`config.mk`:
```
export PLATFORM = sky130hd
export DESIGN_NAME = sbps_div
export DESIGN_NICKNAME = d
export VERILOG_FILES = /design/src/hw/rtl/sbps_pkg.sv /design/src/hw/rtl/sbps_div.sv
export SDC_FILE = /design/constraint.sdc
export NUM_CORES = 1
export LEC_CHECK = 0
export BUFFER_PORTS_ARGS = -buffer_cell sky130_fd_sc_hd__buf_2
export CORE_MARGIN = 2
export CORE_UTILIZATION = 53
export CTS_CLUSTER_SIZE = 25
export DETAILED_ROUTE_END_ITERATION = 7
export PLACE_DENSITY = 0.76
export RECOVER_POWER = 50
export SLEW_MARGIN = 20
export SYNTH_ARGS = -nofsm -noshare
export SYNTH_HDL_FRONTEND = slang
export SYNTH_SLANG_ARGS = --single-unit
```
`constraint.sdc`:
```
create_clock -name clock -period 4.3 [get_ports clock]
set_input_delay 0.86 -clock clock [delete_from_list [all_inputs] [get_ports clock]]
set_output_delay 0.86 -clock clock [all_outputs]
set_load 0.02 [all_outputs]
```
`src/hw/rtl/sbps_pkg.sv`:
```
// sbps_pkg: shared types, constants and codes for the symbol branch probability split block.
// No dependencies.
package sbps_pkg;

   localparam int MAX_VOCAB  = 4096;
   localparam int PROB_BITS  = 16;
   localparam int ADDR_W     = $clog2(MAX_VOCAB);
   localparam int VOCAB_W    = 13;
   localparam int MAX_LEVELS = 12;
   localparam int LVL_W      = 4;
   localparam int PART_W     = 28;
   localparam int TOT_W      = 30;
   localparam int QUO_W      = 15;
   localparam int REM_W      = 30;

   localparam logic [QUO_W-1:0] QUO_MAX  = 15'd32767;
   localparam logic [VOCAB_W-1:0] VOCAB_RESET = 13'd256;
   localparam logic [VOCAB_W-1:0] VOCAB_MIN   = 13'd2;
   localparam logic [VOCAB_W-1:0] VOCAB_MAX   = 13'd4096;
   localparam logic signed [TOT_W-1:0] TOTAL_ONE = TOT_W'(1) <<< PROB_BITS;

   // request kinds
   localparam logic REQ_LOAD   = 1'b0;
   localparam logic REQ_ENCODE = 1'b1;

   // result status codes
   localparam logic [1:0] ST_OK       = 2'd0;
   localparam logic [1:0] ST_BAD_SYM  = 2'd1;
   localparam logic [1:0] ST_BAD_MASS = 2'd2;

   typedef enum logic [2:0] {
      S_IDLE,
      S_SUM,
      S_CHECK,
      S_DIV,
      S_UPDATE,
      S_EMIT,
      S_ERR
   } state_type;

   // divider result toward the controller
   typedef struct packed {
      logic             done;
      logic [QUO_W-1:0] quotient;
   } div_rsp_type;

endpackage

```
`src/hw/rtl/sbps_div.sv`:
```
// sbps_div: restoring divider for part*32768/total, round half to even, clamp 1..32767.
// Depends on sbps_pkg. Requires part < total and total > 0.
module sbps_div
   import sbps_pkg::*;
(
   input  logic              clock,
   input  logic              reset,
   input  logic              start,
   input  logic [PART_W-1:0] part,
   input  logic [TOT_W-1:0]  total,
   output div_rsp_type       rsp
);

   logic [REM_W-1:0] r_ff, r_in;
   logic [QUO_W-1:0] q_ff, q_in;
   logic [TOT_W-1:0] tot_ff, tot_in;
   logic [LVL_W-1:0] cnt_ff, cnt_in;
   logic             busy_ff, busy_in;
   logic             done_ff, done_in;
   logic [QUO_W-1:0] res_ff, res_in;

   logic [REM_W:0]   r2;
   logic             ge;
   logic             inc;
   logic [QUO_W:0]   qs;

   // one quotient bit per cycle, then rounding
   always_comb begin
      r2     = {r_ff, 1'b0};
      ge     = r2 >= {1'b0, tot_ff};
      inc    = (r2 > {1'b0, tot_ff}) || ((r2 == {1'b0, tot_ff}) && q_ff[0]);
      qs     = {1'b0, q_ff} + {{QUO_W{1'b0}}, inc};
      r_in   = r_ff;
      q_in   = q_ff;
      tot_in = tot_ff;
      cnt_in = cnt_ff;
      busy_in = busy_ff;
      done_in = 1'b0;
      res_in  = res_ff;
      if (start) begin
         r_in    = REM_W'(part);
         q_in    = '0;
         tot_in  = total;
         cnt_in  = '0;
         busy_in = 1'b1;
      end else if (busy_ff) begin
         if (cnt_ff == LVL_W'(QUO_W)) begin
            busy_in = 1'b0;
            done_in = 1'b1;
            if (qs > {1'b0, QUO_MAX}) begin
               res_in = QUO_MAX;
            end else if (qs == '0) begin
               res_in = QUO_W'(1);
            end else begin
               res_in = qs[QUO_W-1:0];
            end
         end else begin
            cnt_in = cnt_ff + LVL_W'(1);
            if (ge) begin
               r_in = REM_W'(r2 - {1'b0, tot_ff});
            end else begin
               r_in = r2[REM_W-1:0];
            end
            q_in = {q_ff[QUO_W-2:0], ge};
         end
      end
   end

   always_ff @(posedge clock) begin
      if (reset) begin
         busy_ff <= 1'b0;
         done_ff <= 1'b0;
      end else begin
         busy_ff <= busy_in;
         done_ff <= done_in;
      end
   end

   always_ff @(posedge clock) begin
      r_ff   <= r_in;
      q_ff   <= q_in;
      tot_ff <= tot_in;
      cnt_ff <= cnt_in;
      res_ff <= res_in;
   end

   assign rsp.done     = done_ff;
   assign rsp.quotient = res_ff;

endmodule

```
* Word level (Yosys, flattened, before mapping)
Index checks and enable logic that the tools add are counted.
** Cells by class
- Add/sub/neg operators :: 3
- Multiply operators :: 0
- Div/mod/pow operators :: 0
- Order comparisons :: 3
- Equal/unequal tests :: 3
- Shift operators :: 0
- Muxes and demuxes :: 9
- Bitwise gates (word level) :: 3
- Reductions and logical operators :: 9
** Operators by type and width (number)
- $mux 28 :: 3
- $eq 31x30->1 :: 1
- $ge 31x30->1 :: 1
- $gt 31x30->1 :: 1
- $mux 30 :: 1
- $sub 30x30->30 :: 1
- $add 15x1->16 :: 1
- $gt 16x15->1 const B :: 1
- $logic_not 16->1 :: 1
- $mux 15 :: 1
- $add 4x1->4 const B :: 1
- $eq 4x4->1 const B :: 1
- $mux 1 :: 4
- $reduce_and 2->1 :: 2
- $not 1->1 :: 3
- $reduce_and 3->1 :: 1
- $reduce_or 3->1 :: 1
- $ne 2x2->1 const B :: 1
- $reduce_bool 2->1 :: 1
- $reduce_or 2->1 :: 1
- $logic_and 1x1->1 :: 1
- $logic_or 1x1->1 :: 1
** Word-level totals
- Flip-flop bits (word level) :: 96
- Bits in latches :: 0
- Bits in writable memories :: 0
- Memory bits (read-only) :: 0
- Output and inout port bits :: 16
- Logic and storage cells :: 39
- Memories kept :: 0

* Depth between registers and ports, before layout
- Word-level depth :: 6
- Gate-level depth with buffers :: 24
- Depth with buffers taken out :: 19

* Least setup slack after synthesis
OpenSTA, ideal clock, no wires.
- Kind :: reg2reg
- Start point :: register r_ff[13]
- End point :: register res_ff[12], data pin
- Data arrival time :: 3.912 ns
- Slack :: 0.254 ns
- Stages on the path, launching flop included :: 23
- Period minus slack after synthesis :: 4.046 ns
- Path through :: edfxtp_1 > ha_1 > nand2_1 > o221ai_1 > nor3b_1 > and3_1 > a21o_1 > o31ai_4 > buf_4 > buf_2 > nor2_1 > ha_1 > nand3_1 > nor2_1 > nand2_1 > nor2_1 > and3_1 > clkbuf_1 > nand2_1 > nor2_1 > nand2_1 > clkbuf_1 > nand2_1
** Between the ends
- Word-level cells in the longest chain between the ends :: 6
- Elaborated cells on any way between the ends :: 8
- Classes of those cells :: add/sub: 1; order compare: 2; eq/ne: 1; mux: 1; reduce/logical: 3
** Ends and longest elaborated chain
- start, declared :: line sbps_div.sv:14 : logic [REM_W-1:0] r_ff, r_in;
- start signal, assigned :: line sbps_div.sv:80 : r_ff <= r_in;
- parallel branches: the longest is 2 deep, another holds $gt 31x30->1
- $logic_or 1x1->1 (*) :: line sbps_div.sv:31 : inc = (r2 > {1'b0, tot_ff}) || ((r2 == {1'b0, tot_ff}) && q_ff[0]);
- $add 15x1->16 (*) :: line sbps_div.sv:32 : qs = {1'b0, q_ff} + {{QUO_W{1'b0}}, inc};
- parallel branches: the longest is 2 deep, another holds $gt 16x15->1
- end signal, assigned :: line sbps_div.sv:84 : res_ff <= res_in;
- end, declared :: line sbps_div.sv:20 : logic [QUO_W-1:0] res_ff, res_in;
Every way passes the cells marked *.
A chain may end at the register's enable or synchronous reset.

* Worst setup path in the final report
- Start point :: register r_ff[3]
- End point :: register res_ff[5], data pin
Same word-level chain as after synthesis.

==> flow_metrics.env <==
export IMPL_overflow=0
export IMPL_insertion_delay_ns=0.37
export IMPL_initialDrtViolationCount=184
export IMPL_ant_nets=0
export IMPL_cts_tree="done"
export IMPL_setup_violations=0
export IMPL_diodes=0
export IMPL_groute_usage_overall_pct=21.33
export IMPL_p_leak_nw=2.753
export IMPL_syn_avg_cell_area_um2=9.823
export IMPL_avgViaCountPerCell=5.573
export IMPL_grt_start_max_net_pins=58
export IMPL_cp_common_cell="nand2_1"
export IMPL_peakVddDrop_mv=0.2265
export IMPL_synth_nets=677
export IMPL_dieArea_um2=11630
export IMPL_seqCellArea_um2=2653
export IMPL_hold_slack_ns=0.5342
export IMPL_n_fill_cell=917
export IMPL_post_cts_buffers=0
export IMPL_grt_pass1_vias=4372
export IMPL_synth_edf_count=73
export IMPL_dpl_hpwl_um=8299
export IMPL_maxCapViolations=2
export IMPL_fin_cells=783
export IMPL_clk_pin_slew_ns=0.10
export IMPL_ios=77
export IMPL_synthFlopType="edfxtp_1"
export IMPL_antenna_found_initial=0
export IMPL_area_growth_pct=10.97
export IMPL_period_share_pct=91.40
export IMPL_port_buffers=76
export IMPL_fp_row_count=37
export IMPL_cp_slowest_cell="edfxtp_1"
export IMPL_cts_sinks=96
export IMPL_ys_top_cells_by_area="edfxtp_1 (38%), dfxtp_1 (8.1%), ha_1 (7.2%), nand2_1 (3.9%), a21oi_1 (3.5%)"
export IMPL_cp_max_fo=6
export IMPL_drt_first_pass_iters=5
export IMPL_drc=0
export IMPL_start_util_pct=54.88
export IMPL_cts_root_buffer="clkbuf_8"
export IMPL_path_buf_inv=0
export IMPL_placed_cells=766
export IMPL_yosys_area_top_type="edfxtp_1"
export IMPL_synth_top_cell_area_share_pct=38.35
export IMPL_syn_area_um2=5717
export IMPL_stdcell_area_um2=6344
export IMPL_synthArstFlopShare_pct=0
export IMPL_ys_ff_latch=96
export IMPL_crit_family="simple AND/OR/NAND/NOR gates"
export IMPL_synth_cell_types=50
export IMPL_slew_headroom_pct=-64.23
export IMPL_cts_htree_levels=3
export IMPL_cp_arrival_ns=4.17
export IMPL_vias=4364
export IMPL_fin_total_pwr_mw=2.941
export IMPL_cp_required_ns=4.54
export IMPL_drive_above_1_share_pct=15.77
export IMPL_finalHoldViolations=0
export IMPL_yosysWarnings=0
export IMPL_wire_per_inst_um=14.63
export IMPL_synth_cells=582
export IMPL_grt_pass1_wl_um=19640
export IMPL_tightest_slew_ns=2.463
export IMPL_power_density_nw_per_um2=463.6
export IMPL_die_h_um=107.9
export IMPL_cts_buffer_depth=2
export IMPL_slew_violations=72
export IMPL_slowest_delay_ns=0.42
export IMPL_final_setup_skew_ns=0.01076
export IMPL_status="finished with violations"
export IMPL_ys_seq_area_share_pct=46.40
export IMPL_crit_chain="ha_1 > nand2_1 > a211o_1 > and3_1 > o21ai_1 > a21o_1 > o31ai_4 > nor2_1 > ha_1 > nand3_1 > nor2_1 > nand2_1 > nor2_2 > and3_1 > nand2_1 > nor2_1 > nand2_1 > nand2_1"
export IMPL_ctsHoldBuffers=0
export IMPL_place_congestion=0.9426
export IMPL_crit_type="flop to flop"
export IMPL_period_needed_ns=3.930
export IMPL_chipWidth_um=107.9
export IMPL_cts_made_buffers=9
export IMPL_dpl_cell_area_um2=6171
export IMPL_wirelength_um=11460
export IMPL_cp_end_kind="flop"
export IMPL_startpoint_type="flop"
export IMPL_min_path_type="flop to flop"
export IMPL_core_um2=10420
export IMPL_fin_nets=737
export IMPL_violations="capacitance limit, slew limit"
export IMPL_max_freq_ghz=0.2544
export IMPL_multiInputGateArea_um2=2775
==> through the flow <==
step                      setup slack [ns]  util, %  setup TNS [ns]
after floorplan                     0.2537        -               0
after global placement              0.3687    59.24               0
after detailed placement            0.1950    59.24               0
after CTS                           0.1483    61.09               0
after global routing             -0.009339    60.90       -0.009339
final                               0.3697    60.90               0
==> tightest hold or removal path, cell delays in order, from the launching register on <==
cell and delay (ns):
dfxtp_1 0.34, nor2_1 0.10, a211oi_1 0.05
==> final timing paths <==
path         slack [ns]        end  cells past startpoint      from
max                0.37  res_ff[5]                     18   r_ff[3]
min                0.53   r_ff[29]                      2  r_ff[29]
max reg2reg        0.37  res_ff[5]                     18   r_ff[3]
min reg2reg        0.53   r_ff[29]                      2  r_ff[29]
==> timing repair <==
item / 4_1_cts / 5_1_grt
endpoints found under the setup margin: 0 / 13
gates resized for setup: 0 / 4
hold endpoints to repair: 0 / 0
==> final cells by class <==
type	count	area share, %
Timing Repair Buffer	81	6.055
Clock buffer	10	2.347
Inverter	45	2.663
Tap cell	136	2.682
Clock inverter	6	0.6903
Multi-Input combinational cell	409	43.75
Sequential cell	96	41.81
==> state kept, by name, summed over array words and instances (netlist names) <==
register	cells
q_ff	15
cnt_ff	4
res_ff	15
r_ff	30
busy_ff	1
tot_ff	30
done_ff	1
==> per-layer routing <==
metal  up-vias  wire length (um)  GRT usage [%]
met2       100              5525          36.97
met1      2028              5227          26.42
met5         -                 0              0
li1       2218                 -              -
met3        18               470          4.177
met4         0               235          7.601
==> power by group <==
| part | internal [mW] | total [mW] | switching [mW] |
|---|---|---|---|
| logic | 0.492 | 1.17 | 0.674 |
| registers | 1.13 | 1.18 | 0.0530 |
| clock network | 0.252 | 0.594 | 0.342 |
| total | 1.87 | 2.94 | 1.07 |
==> cells in the mapped netlist (all sizes together) (3+ instances only) <==
cell / count
a211o: 4
a211oi: 9
a21o: 15
a21oi: 42
a22o: 16
a31oi: 9
and3: 5
and3b: 5
buf: 6
clkbuf: 27
dfxtp: 23
edfxtp: 73
ha: 33
inv: 45
mux2: 16
nand2: 59
nand2b: 7
nand3: 13
nand4: 7
nor2: 43
nor2b: 6
nor3: 9
nor3b: 3
o21ai: 34
o31ai: 5
or3: 3
xnor2: 18
xor2: 22
==> placed cells by master, fill, tap and decap left out, types with 2 or more instances in the layout <==
cell,Yosys,routed
nand2_1,59,59
and3_1,5,5
nor3_1,9,9
nor2b_1,6,5
a211oi_1,9,9
and3b_1,5,5
o2111ai_1,2,2
o211ai_1,2,2
mux2_2,16,16
inv_4,0,2
nor2_1,43,42
a21oi_2,2,2
buf_2,3,58
ha_1,33,32
xor2_1,22,22
o221ai_1,2,2
nor4_1,2,2
nor3b_1,3,2
a211o_1,4,4
inv_6,0,3
dfxtp_1,23,23
a21oi_1,40,40
nand4_1,7,7
buf_4,3,2
xnor2_1,18,18
o21ai_0,32,32
a21o_1,15,15
edfxtp_1,73,73
a31oi_1,9,9
o21ai_1,2,2
a221o_1,2,2
a22o_1,16,16
o21bai_1,2,2
nand3_1,13,13
inv_1,45,45
clkbuf_8,0,9
o31ai_1,4,4
nand2b_1,7,7
or3_1,3,3
clkbuf_1,27,21
==> kinds of logic after synthesis <==
kind of cell	Yosys count	share of synthesized area, %
compound gates	150	17.51
xor+xnor	40	6.128
fa+ha+maj	34	7.573
buf+inv	78	5.384
flops	96	46.40
mux	17	3.327
simple gates	167	13.68
Power figures use the tool's default switching activity.
